**config.mk**
```make
export PLATFORM = sky130hd
export DESIGN_NAME = can_node_timeout_monitor
export DESIGN_NICKNAME = d
export VERILOG_FILES = /design/src/rtl/ctm_pkg.sv /design/src/rtl/ctm_cfg_regs.sv /design/src/rtl/ctm_core.sv /design/src/rtl/ctm_rsp_reg.sv /design/src/rtl/can_node_timeout_monitor.sv
export SDC_FILE = /design/constraint.sdc
export NUM_CORES = 1
export LEC_CHECK = 0
export BUFFER_PORTS_ARGS = -buffer_cell sky130_fd_sc_hd__buf_2
export CORE_ASPECT_RATIO = 1.1
export CORE_MARGIN = 2
export CORE_UTILIZATION = 30
export DETAILED_ROUTE_END_ITERATION = 6
export GPL_TIMING_DRIVEN = 0
export PLACE_DENSITY = 0.47
export SYNTH_ARGS = -nofsm -noshare
export SYNTH_HDL_FRONTEND = slang
export SYNTH_SLANG_ARGS = --single-unit
```
**constraint.sdc**
```tcl
create_clock -name clk -period 6.6 [get_ports clk]
set_input_delay 0.99 -clock clk [delete_from_list [all_inputs] [get_ports clk]]
set_output_delay 0.99 -clock clk [all_outputs]
set_load 0.02 [all_outputs]
```
**src/rtl/ctm_pkg.sv**
```systemverilog
// types and constants of the node timeout monitor
// no dependencies; imported by every module of the block
`timescale 1ns / 1ps

package ctm_pkg;

    localparam int NODE_COUNT     = 4;
    localparam int ID_WIDTH       = 29;
    localparam int TIMEOUT_WIDTH  = 16;
    localparam int BYTE_WIDTH     = 8;
    localparam int OP_WIDTH       = 2;
    localparam int CFG_IDX_WIDTH  = 3;
    localparam int CFG_DATA_WIDTH = 32;

    // node slots
    localparam int NODE_THERMAL = 0;
    localparam int NODE_BATTERY = 1;
    localparam int NODE_MOTOR   = 2;
    localparam int NODE_CHARGER = 3;

    // request opcodes
    localparam logic [OP_WIDTH-1:0] OP_FRAME = 2'd0;
    localparam logic [OP_WIDTH-1:0] OP_TICK  = 2'd1;
    localparam logic [OP_WIDTH-1:0] OP_CHECK = 2'd2;

    // register indexes
    localparam logic [CFG_IDX_WIDTH-1:0] REG_TIMEOUT    = 3'd0;
    localparam logic [CFG_IDX_WIDTH-1:0] REG_THERMAL_ID = 3'd1;
    localparam logic [CFG_IDX_WIDTH-1:0] REG_BATTERY_ID = 3'd2;
    localparam logic [CFG_IDX_WIDTH-1:0] REG_MOTOR_ID   = 3'd3;
    localparam logic [CFG_IDX_WIDTH-1:0] REG_CHARGER_ID = 3'd4;

    // reset values
    localparam logic [TIMEOUT_WIDTH-1:0] TIMEOUT_RESET    = 16'd3000;
    localparam logic [ID_WIDTH-1:0]      THERMAL_ID_RESET = 29'h080;
    localparam logic [ID_WIDTH-1:0]      BATTERY_ID_RESET = 29'h7E3;
    localparam logic [ID_WIDTH-1:0]      MOTOR_ID_RESET   = 29'h41A;
    localparam logic [ID_WIDTH-1:0]      CHARGER_ID_RESET = 29'h18FF50E5;

    // battery first-byte codes
    localparam logic [BYTE_WIDTH-1:0] BYTE_CHARGE_ON  = 8'hFF;
    localparam logic [BYTE_WIDTH-1:0] BYTE_CHARGE_OFF = 8'h00;

    typedef struct packed {
        logic [OP_WIDTH-1:0]   op;
        logic [ID_WIDTH-1:0]   frame_id;
        logic [BYTE_WIDTH-1:0] first_byte;
    } req_t;

    typedef struct packed {
        logic thermal_error;
        logic battery_error;
        logic motor_error;
        logic charger_error;
        logic charging;
        logic fault_lamp;
        logic relay_closed;
    } rsp_t;

    typedef struct packed {
        logic [TIMEOUT_WIDTH-1:0]                 timeout_ms;
        logic [NODE_COUNT-1:0][ID_WIDTH-1:0]      node_id;
    } cfg_t;

endpackage

```
**src/rtl/ctm_cfg_regs.sv**
```systemverilog
// configuration register file: timeout and the four node identifiers
// depends on ctm_pkg
`timescale 1ns / 1ps

module ctm_cfg_regs
    import ctm_pkg::*;
(
    input  logic                      clk,
    input  logic                      rst_n,
    input  logic                      cfg_valid,
    output logic                      cfg_ready,
    input  logic [CFG_IDX_WIDTH-1:0]  cfg_index,
    input  logic [CFG_DATA_WIDTH-1:0] cfg_data,
    output cfg_t                      cfg
);

    cfg_t cfg_reg;
    cfg_t cfg_next;

    assign cfg_ready = 1'b1;
    assign cfg      = cfg_reg;

    always_comb
    begin
        cfg_next = cfg_reg;
        if (cfg_valid)
        begin
            unique case (cfg_index)
                REG_TIMEOUT:    cfg_next.timeout_ms = cfg_data[TIMEOUT_WIDTH-1:0];
                REG_THERMAL_ID: cfg_next.node_id[NODE_THERMAL] = cfg_data[ID_WIDTH-1:0];
                REG_BATTERY_ID: cfg_next.node_id[NODE_BATTERY] = cfg_data[ID_WIDTH-1:0];
                REG_MOTOR_ID:   cfg_next.node_id[NODE_MOTOR] = cfg_data[ID_WIDTH-1:0];
                REG_CHARGER_ID: cfg_next.node_id[NODE_CHARGER] = cfg_data[ID_WIDTH-1:0];
                default:        cfg_next = cfg_reg;
            endcase
        end
    end

    always_ff @(posedge clk or negedge rst_n)
    begin
        if (!rst_n)
        begin
            cfg_reg.timeout_ms            <= TIMEOUT_RESET;
            cfg_reg.node_id[NODE_THERMAL] <= THERMAL_ID_RESET;
            cfg_reg.node_id[NODE_BATTERY] <= BATTERY_ID_RESET;
            cfg_reg.node_id[NODE_MOTOR]   <= MOTOR_ID_RESET;
            cfg_reg.node_id[NODE_CHARGER] <= CHARGER_ID_RESET;
        end
        else
        begin
            cfg_reg <= cfg_next;
        end
    end

endmodule

```
**src/rtl/ctm_core.sv**
```systemverilog
// request register and monitor state: silence counters, errors, charge mode, lamp, relay
// depends on ctm_pkg
`timescale 1ns / 1ps

module ctm_core
    import ctm_pkg::*;
#(
    parameter int COUNT_WIDTH = 16
)
(
    input  logic clk,
    input  logic rst_n,
    input  cfg_t cfg,
    input  logic req_valid,
    output logic req_ready,
    input  req_t req_data,
    input  logic rsp_free,
    output logic rsp_load,
    output rsp_t rsp_next
);

    localparam int LIM_WIDTH = (COUNT_WIDTH > TIMEOUT_WIDTH) ? COUNT_WIDTH : TIMEOUT_WIDTH;
    localparam logic [LIM_WIDTH-1:0] COUNT_MAX = LIM_WIDTH'({COUNT_WIDTH{1'b1}});

    logic                                   req_valid_reg;
    logic                                   req_valid_next;
    req_t                                   req_reg;
    logic [NODE_COUNT-1:0][COUNT_WIDTH-1:0] count_reg;
    logic [NODE_COUNT-1:0][COUNT_WIDTH-1:0] count_next;
    logic [NODE_COUNT-1:0]                  errors_reg;
    logic [NODE_COUNT-1:0]                  errors_next;
    logic                                   charge_reg;
    logic                                   charge_next;
    logic                                   lamp_reg;
    logic                                   lamp_next;
    logic                                   relay_reg;
    logic                                   relay_next;

    logic                                   step;
    logic                                   accept;
    logic [NODE_COUNT-1:0]                  id_match;
    logic [LIM_WIDTH-1:0]                   timeout_ext;
    logic [LIM_WIDTH-1:0]                   count_limit;

    assign step      = req_valid_reg && rsp_free;
    assign req_ready = !req_valid_reg || rsp_free;
    assign accept    = req_valid && req_ready;
    assign rsp_load  = step;

    assign req_valid_next = accept ? 1'b1 : (step ? 1'b0 : req_valid_reg);

    // counters saturate at the smaller of timeout and counter range
    assign timeout_ext = LIM_WIDTH'(cfg.timeout_ms);
    assign count_limit = (timeout_ext < COUNT_MAX) ? timeout_ext : COUNT_MAX;

    always_comb
    begin
        for (int i = 0; i < NODE_COUNT; i++)
        begin
            id_match[i] = (cfg.node_id[i] == req_reg.frame_id);
        end
    end

    always_comb
    begin
        count_next  = count_reg;
        errors_next = errors_reg;
        charge_next = charge_reg;
        lamp_next   = lamp_reg;
        relay_next  = relay_reg;
        unique case (req_reg.op)
            OP_FRAME:
            begin
                for (int i = 0; i < NODE_COUNT; i++)
                begin
                    if (id_match[i])
                    begin
                        count_next[i]  = '0;
                        errors_next[i] = 1'b0;
                    end
                end
                if (id_match[NODE_BATTERY])
                begin
                    if (req_reg.first_byte == BYTE_CHARGE_ON)
                    begin
                        charge_next = 1'b1;
                    end
                    else if (req_reg.first_byte == BYTE_CHARGE_OFF)
                    begin
                        charge_next = 1'b0;
                    end
                end
            end
            OP_TICK:
            begin
                for (int i = 0; i < NODE_COUNT; i++)
                begin
                    if (LIM_WIDTH'(count_reg[i]) < count_limit)
                    begin
                        count_next[i] = count_reg[i] + COUNT_WIDTH'(1);
                    end
                end
            end
            OP_CHECK:
            begin
                for (int i = 0; i < NODE_COUNT; i++)
                begin
                    errors_next[i] = (LIM_WIDTH'(count_reg[i]) >= timeout_ext);
                end
                // charger only watched while charging
                if (!charge_reg)
                begin
                    errors_next[NODE_CHARGER] = 1'b0;
                end
                lamp_next  = |errors_next;
                relay_next = ~|errors_next;
            end
            default:
            begin
                count_next = count_reg;
            end
        endcase
    end

    always_comb
    begin
        rsp_next.thermal_error = errors_next[NODE_THERMAL];
        rsp_next.battery_error = errors_next[NODE_BATTERY];
        rsp_next.motor_error   = errors_next[NODE_MOTOR];
        rsp_next.charger_error = errors_next[NODE_CHARGER];
        rsp_next.charging      = charge_next;
        rsp_next.fault_lamp    = lamp_next;
        rsp_next.relay_closed  = relay_next;
    end

    always_ff @(posedge clk or negedge rst_n)
    begin
        if (!rst_n)
        begin
            req_valid_reg <= 1'b0;
            count_reg     <= '0;
            errors_reg    <= '0;
            charge_reg    <= 1'b0;
            lamp_reg      <= 1'b0;
            relay_reg     <= 1'b0;
        end
        else
        begin
            req_valid_reg <= req_valid_next;
            if (step)
            begin
                count_reg  <= count_next;
                errors_reg <= errors_next;
                charge_reg <= charge_next;
                lamp_reg   <= lamp_next;
                relay_reg  <= relay_next;
            end
        end
    end

    always_ff @(posedge clk)
    begin
        if (accept)
        begin
            req_reg <= req_data;
        end
    end

endmodule

```
**src/rtl/ctm_rsp_reg.sv**
```systemverilog
// response register with valid and ready
// depends on ctm_pkg
`timescale 1ns / 1ps

module ctm_rsp_reg
    import ctm_pkg::*;
(
    input  logic clk,
    input  logic rst_n,
    input  logic load,
    input  rsp_t load_data,
    output logic free,
    output logic rsp_valid,
    input  logic rsp_ready,
    output rsp_t rsp_data
);

    logic valid_reg;
    logic valid_next;
    rsp_t data_reg;

    assign free       = !valid_reg || rsp_ready;
    assign valid_next = load ? 1'b1 : (rsp_ready ? 1'b0 : valid_reg);
    assign rsp_valid  = valid_reg;
    assign rsp_data   = data_reg;

    always_ff @(posedge clk or negedge rst_n)
    begin
        if (!rst_n)
        begin
            valid_reg <= 1'b0;
        end
        else
        begin
            valid_reg <= valid_next;
        end
    end

    always_ff @(posedge clk)
    begin
        if (load)
        begin
            data_reg <= load_data;
        end
    end

endmodule

```
**src/rtl/can_node_timeout_monitor.sv**
```systemverilog
// heartbeat timeout watchdog for four bus nodes (thermal, battery, motor, charger)
// depends on ctm_pkg, ctm_cfg_regs, ctm_core, ctm_rsp_reg
`timescale 1ns / 1ps

// every request (frame seen, millisecond tick, timeout check) yields exactly one
// response with the node error bits, charging mode, fault lamp and relay state as
// they stand after that request. a request is taken while the request register
// is empty or the response register is empty or being drained; it waits in the
// request register until the response register is free and then moves its result
// there, so throughput is one request per cycle while the response side does not
// stall. a matched frame clears that node's counter and error bit at once, but
// lamp and relay only follow at the next check. the charger is only checked while
// charging. counters saturate at the smaller of timeout_ms and the counter range.
// registers are meant to be written while the block is idle; the write channel is
// always ready and unknown indexes are ignored.

module can_node_timeout_monitor
    import ctm_pkg::*;
#(
    parameter int COUNT_WIDTH = 16
)
(
    input  logic                      clk,
    input  logic                      rst_n,
    // request channel
    input  logic                      req_valid,
    output logic                      req_ready,
    input  req_t                      req_data,
    // response channel
    output logic                      rsp_valid,
    input  logic                      rsp_ready,
    output rsp_t                      rsp_data,
    // register write channel
    input  logic                      cfg_valid,
    output logic                      cfg_ready,
    input  logic [CFG_IDX_WIDTH-1:0]  cfg_index,
    input  logic [CFG_DATA_WIDTH-1:0] cfg_data
);

    cfg_t cfg;
    logic rsp_free;
    logic rsp_load;
    rsp_t rsp_next;

    // timeout and node identifiers
    ctm_cfg_regs u_cfg_regs (
        .clk       (clk),
        .rst_n     (rst_n),
        .cfg_valid (cfg_valid),
        .cfg_ready (cfg_ready),
        .cfg_index (cfg_index),
        .cfg_data  (cfg_data),
        .cfg       (cfg)
    );

    // request register plus counters and flags
    ctm_core #(
        .COUNT_WIDTH (COUNT_WIDTH)
    ) u_core (
        .clk       (clk),
        .rst_n     (rst_n),
        .cfg       (cfg),
        .req_valid (req_valid),
        .req_ready (req_ready),
        .req_data  (req_data),
        .rsp_free  (rsp_free),
        .rsp_load  (rsp_load),
        .rsp_next  (rsp_next)
    );

    // response register holds each result until the consumer takes it
    ctm_rsp_reg u_rsp_reg (
        .clk       (clk),
        .rst_n     (rst_n),
        .load      (rsp_load),
        .load_data (rsp_next),
        .free      (rsp_free),
        .rsp_valid (rsp_valid),
        .rsp_ready (rsp_ready),
        .rsp_data  (rsp_data)
    );

endmodule

```
Yosys cells after proc, flatten, opt, wreduce, memory -nomap -nowiden
Index checks and enable logic that the tools add are counted.

Flip-flop bits (word level): 251. Input bits: 79. Output and inout port bits: 10. Logic and storage cells: 107.

Add/sub/neg operators: 4. Order comparisons: 9. Equal/unequal tests: 19. Muxes and demuxes: 27. Reduce and logical (&&, ||, !) cells: 23.

Operator list (count): $mux W16 (9); $pmux W64 S2 (1); $eq A29 B29 Y1 (4); $add A16 B1 Y16 const B (4); $ge A16 B16 Y1 (4); $lt A16 B16 Y1 (4); $lt A16 B16 Y1 const B (1); $mux W1 (16); $ne A2 B1 Y1 const B (8); $reduce_and A4 Y1 (4); $reduce_and A2 Y1 (5); $eq A8 B8 Y1 const B (1); $logic_not A8 Y1 (1); $pmux W4 S2 (1); $eq A3 B2 Y1 const B (2); $reduce_bool A2 Y1 (3); $reduce_or A4 Y1 (1); $eq A3 B1 Y1 const B (1); $eq A3 B3 Y1 const B (1); $logic_not A1 Y1 (3); $logic_not A3 Y1 (1); $eq A2 B1 Y1 const B (1); $eq A2 B2 Y1 const B (1); $logic_and A1 B1 Y1 (2); 2 further kinds (3).

Logic depth before layout (Yosys ltp)
Depth after elaboration: 6. Depth in mapped cells: 11. Gate-level depth less buffers: 8.

Modules after synthesis
From an unflattened synthesis, not the netlist that was laid out.

Cells, all modules: 1270. Area, all modules: 14695.3 um^2.

Modules (own cells, without submodules): ctm_core (instances 1, cells each 976, area each 9251.4 um^2, seq. area each 2972.9 um^2); ctm_cfg_regs (instances 1, cells each 284, area each 5186.2 um^2, seq. area each 3349.5 um^2); ctm_rsp_reg (instances 1, cells each 10, area each 257.7 um^2, seq. area each 235.2 um^2).

Least setup slack after synthesis
OpenSTA, ideal clock, no wires.

Kind: input to register. From: in rsp_ready. To: reg u_core.count_reg[55] (netlist name). Setup time: 121 ps. Arrival time: 2602 ps. Required time: 6479 ps. Slack: 3877 ps. Stages: 9. Buffers on the path: 3. Cell sequence: nand2b_1 nand3_4 or2_0 or4_1 buf_2 and2_4 buf_6 buf_6 o22a_1.

Cells in the longest elaborated chain, start to end: 3.

Ends and longest elaborated chain: from (decl) (RTL line can_node_timeout_monitor.sv:31) `input logic rsp_ready,`; $logic_or A1 B1 Y1 (RTL line ctm_rsp_reg.sv:22) `assign free = !valid_reg || rsp_ready;`; $logic_and A1 B1 Y1 (RTL line ctm_core.sv:45) `assign step = req_valid_reg && rsp_free;`; $reduce_and A4 Y1 (no source line); to (signal assigned) (RTL line ctm_core.sv:152) `count_reg <= count_next;`; to (decl) (RTL line ctm_core.sv:28) `logic [NODE_COUNT-1:0][COUNT_WIDTH-1:0] count_reg;`.

Every way passes these cells. A chain may end at the register's enable or synchronous reset.

Worst setup path after layout
From: reg u_cfg_regs.cfg_reg, in the netlist u_cfg_regs.cfg[127]. To: reg u_core.count_reg[61] (netlist name).

Cells in the longest elaborated chain, start to end: 5.

Ends and longest elaborated chain: from (decl) (RTL line ctm_cfg_regs.sv:17) `cfg_t cfg_reg;`; from (signal assigned) (RTL line ctm_cfg_regs.sv:51) `cfg_reg <= cfg_next;`; $lt A16 B16 Y1 (RTL line ctm_core.sv:54) `assign count_limit = (timeout_ext < COUNT_MAX) ? timeout_ext : COUNT_MAX;`; $mux W16 * (RTL line ctm_core.sv:54); $lt A16 B16 Y1 * (RTL line ctm_core.sv:98) `if (LIM_WIDTH'(count_reg[i]) < count_limit)`; $ne A2 B1 Y1 (no source line) *; $reduce_and A4 Y1 (no source line) *.

Mark *: on every way between the ends. The rest lies on a longest branch, timed or not.

==> impl_metrics.env <==
export IMPL_yosys_warnings=0
export IMPL_ant_nets=0
export IMPL_clkSinkCount=251
export IMPL_synth_edf_count=46
export IMPL_cts_resized=0
export IMPL_final_hold_viol_count=0
export IMPL_grt_max_degree=99
export IMPL_holdWs_ns=0.284
export IMPL_synth_top_cell_by_area="dfrtp_1"
export IMPL_use_met2=0.312
export IMPL_die_area_sq_um=49600
export IMPL_start_util=0.302
export IMPL_area_delta_synth_final_pct=15.8
export IMPL_antenna_found_initial=1
export IMPL_cts_setup_buffers=0
export IMPL_core_sq_um=47500
export IMPL_vias_per_cell=5.00
export IMPL_critPathArrivalTime_ns=3.89
export IMPL_cts_buffer_depth=3
export IMPL_yosys_top_cells_area="dfrtp_1, ha_1, edfxtp_1, mux2_2, dfstp_2"
export IMPL_grt_first_pass_wirelength_mm=66.2
export IMPL_htreeDepth=1
export IMPL_met1_usage=0.232
export IMPL_clock_skew_final_ns=0.0332
export IMPL_die_h_um=233
export IMPL_gp_congestion=0.841
export IMPL_netlist_area_sq_um=14400
export IMPL_first_global_vias=10715
export IMPL_finalSetupTns_ns=0
export IMPL_crit_type="reg -> reg"
export IMPL_synthAdderAreaFrac=0.108
export IMPL_crit_path_end_kind="register"
export IMPL_cts_tree="built"
export IMPL_gr_usage_all_layers=0.178
export IMPL_synth_ff_type="dfrtp_1"
export IMPL_synth_top_area_frac=0.293
export IMPL_drcViolationCount=0
export IMPL_diodes=0
export IMPL_async_flop_share=0.817
export IMPL_clkSlewWorstSetupHoldPaths_ns=0.06
export IMPL_ir_drop_mv=0.192
export IMPL_largest_reg_flops=132
export IMPL_slew_headroom=0.222
export IMPL_fmax_mhz=291
export IMPL_synth_cells=1323
export IMPL_synth_seq_cells=251
export IMPL_routed_wirelength_mm=43.4
export IMPL_synth_compound_area_frac=0.124
export IMPL_outcome="finished clean"
export IMPL_fin_ws_ns=3.16
export IMPL_synth_top_family_by_area="compound AO/OA/AOI/OAI gates"
export IMPL_hold_buffers=0
export IMPL_crit_path_max_fanout=10
export IMPL_dieWidth_um=213
export IMPL_dp_cells=2055
export IMPL_drive_gt1_frac=0.209
export IMPL_ys_seq_area_frac=0.457
export IMPL_portBuffers=84
export IMPL_met3_usage=0.0198
export IMPL_via_count=10547
export IMPL_fp_row_count=84
export IMPL_cts_buffers=30
export IMPL_r2r_setup_slack_ns=3.16
export IMPL_mostFrequentLayoutCell="dfrtp_1"
export IMPL_post_place_ws_ns=3.13
export IMPL_layout_nets=1645
export IMPL_r2r_start="u_cfg_regs.cfg[127]"
export IMPL_r2r_cells=10
export IMPL_dr_pass1_iters=6
export IMPL_synth_cell_types=65
export IMPL_wire_per_inst_um=20.6
export IMPL_synth_xor_area_share=0.0708
export IMPL_synthSimpleGateAreaFrac=0.115
export IMPL_r2r_end="u_core.count_reg[61]"
export IMPL_rsz0062_at_grt="false"
export IMPL_synth_nets=1526
export IMPL_start_kind="register"
export IMPL_worst_pin_slew_ns=1.16
export IMPL_hp_class="in -> async"
export IMPL_dp_hpwl_mm=32.5
export IMPL_clk_insertion_delay_late_ns=0.59
export IMPL_grt_ovfl_total=0
export IMPL_totalPowerFinal_w=0.00479
export IMPL_most_common_layout_cells="dfrtp_1, ha_1, mux2_2"
export IMPL_p_per_area_nw_per_um2=288
export IMPL_maxSlewViolCount=0
export IMPL_setup_viol=0
export IMPL_top_usage_layer="met2"
export IMPL_max_cap_violations=0
export IMPL_root_buffer="clkbuf_16"
export IMPL_period_needed_ns=3.44
export IMPL_required_ns=7.05
export IMPL_post_route_period_util=0.521
export IMPL_synthMuxAreaShare=0.0931
export IMPL_synth_avg_cell_area_sq_um=10.8
export IMPL_drtIter0Drc=688
export IMPL_p_leak_nw=6.84
export IMPL_ios=89
export IMPL_final_cells=2111
[stage by stage]
stage | cell area, sq um | util
final | 16600 | 0.350
after global routing | 16600 | 0.350
after floorplan | 14400 | -
after CTS | 16600 | 0.350
after detailed placement | 15700 | 0.330
after global placement | 15600 | 0.328
[worst max-delay path by stage]
| stage | endpoint | startpoint |
|---|---|---|
| 2_1_floorplan | u_core.count_reg[55] | rsp_ready |
| 3_3_place_gp | u_cfg_regs.cfg[48] | rst_n |
| 3_5_place_dp | u_core.count_reg[14] | rsp_ready |
| 4_1_cts | u_rsp_reg.rsp_data[6] | u_cfg_regs.cfg[116] |
| 5_1_grt | u_core.count_reg[14] | u_cfg_regs.cfg[117] |
| 6_report | u_core.count_reg[61] | u_cfg_regs.cfg[127] |
[worst max-delay path, cell delays in order (launching register included)]
cell and delay [ns]:
dfstp_2 0.53, inv_1 0.19, ha_1 0.37, nand4_1 0.13, or2_2 0.35, a2111oi_0 0.56
or4_1 0.20, buf_2 0.22, clkbuf_1 0.44, nor2_1 0.11, o22a_1 0.21
[layout make-up]
cell class,instances,area [sq um]
clock inverter,13,105
sequential,251,6560
timing repair buffer,87,505
clock buffer,43,850
tap,645,807
multi-input combinational,959,7330
fill,4880,30900
inverter,49,184
buffer,64,279
[synthesized netlist by cell type (3+ instances only)]
master and instances:
a2111oi_0 4, a211oi_1 10, a21o_1 8, a21oi_1 66, a31oi_1 29, a41o_1 4, a41oi_1 13, and2_1 3
and3_1 22, and4_1 4, buf_1 6, buf_2 4, buf_4 5, clkbuf_1 47, dfrtp_1 168, dfstp_2 37
edfxtp_1 46, ha_1 124, inv_1 49, mux2_2 116, mux2i_1 3, nand2_1 101, nand2b_1 12, nand3_1 39
nand4_1 45, nor2_1 43, nor2b_1 12, nor3_1 20, nor4_1 14, o2111ai_1 3, o211ai_1 5, o21a_1 15
o21ai_0 70, o22a_1 19, o2bb2ai_1 3, xnor2_1 108, xor2_1 8
[cells by family (layout without fill, tap and decap cells)]
family,Yosys count,in the layout
adder cells (fa/ha/maj),124,124
XOR/XNOR,116,116
AND/OR/NAND/NOR,328,328
multiplexers,119,119
flip-flops,251,251
AO/OA/AOI/OAI,271,271
buffers and inverters,113,256
other,1,1
[power by group]
part | internal, W | total [W] | switching (W)
clock | 0.000931 | 0.00161 | 0.000681
combinational | 0.000496 | 0.00111 | 0.000610
sequential | 0.00186 | 0.00207 | 0.000208
[metal layers]
metal | vias up | wire length (um)
met5 | - | 7
met4 | 2 | 1030
met3 | 50 | 1230
met2 | 176 | 21600
met1 | 5212 | 19600
li1 | 5107 | -
Note: power is estimated with default switching activity, not from simulation.
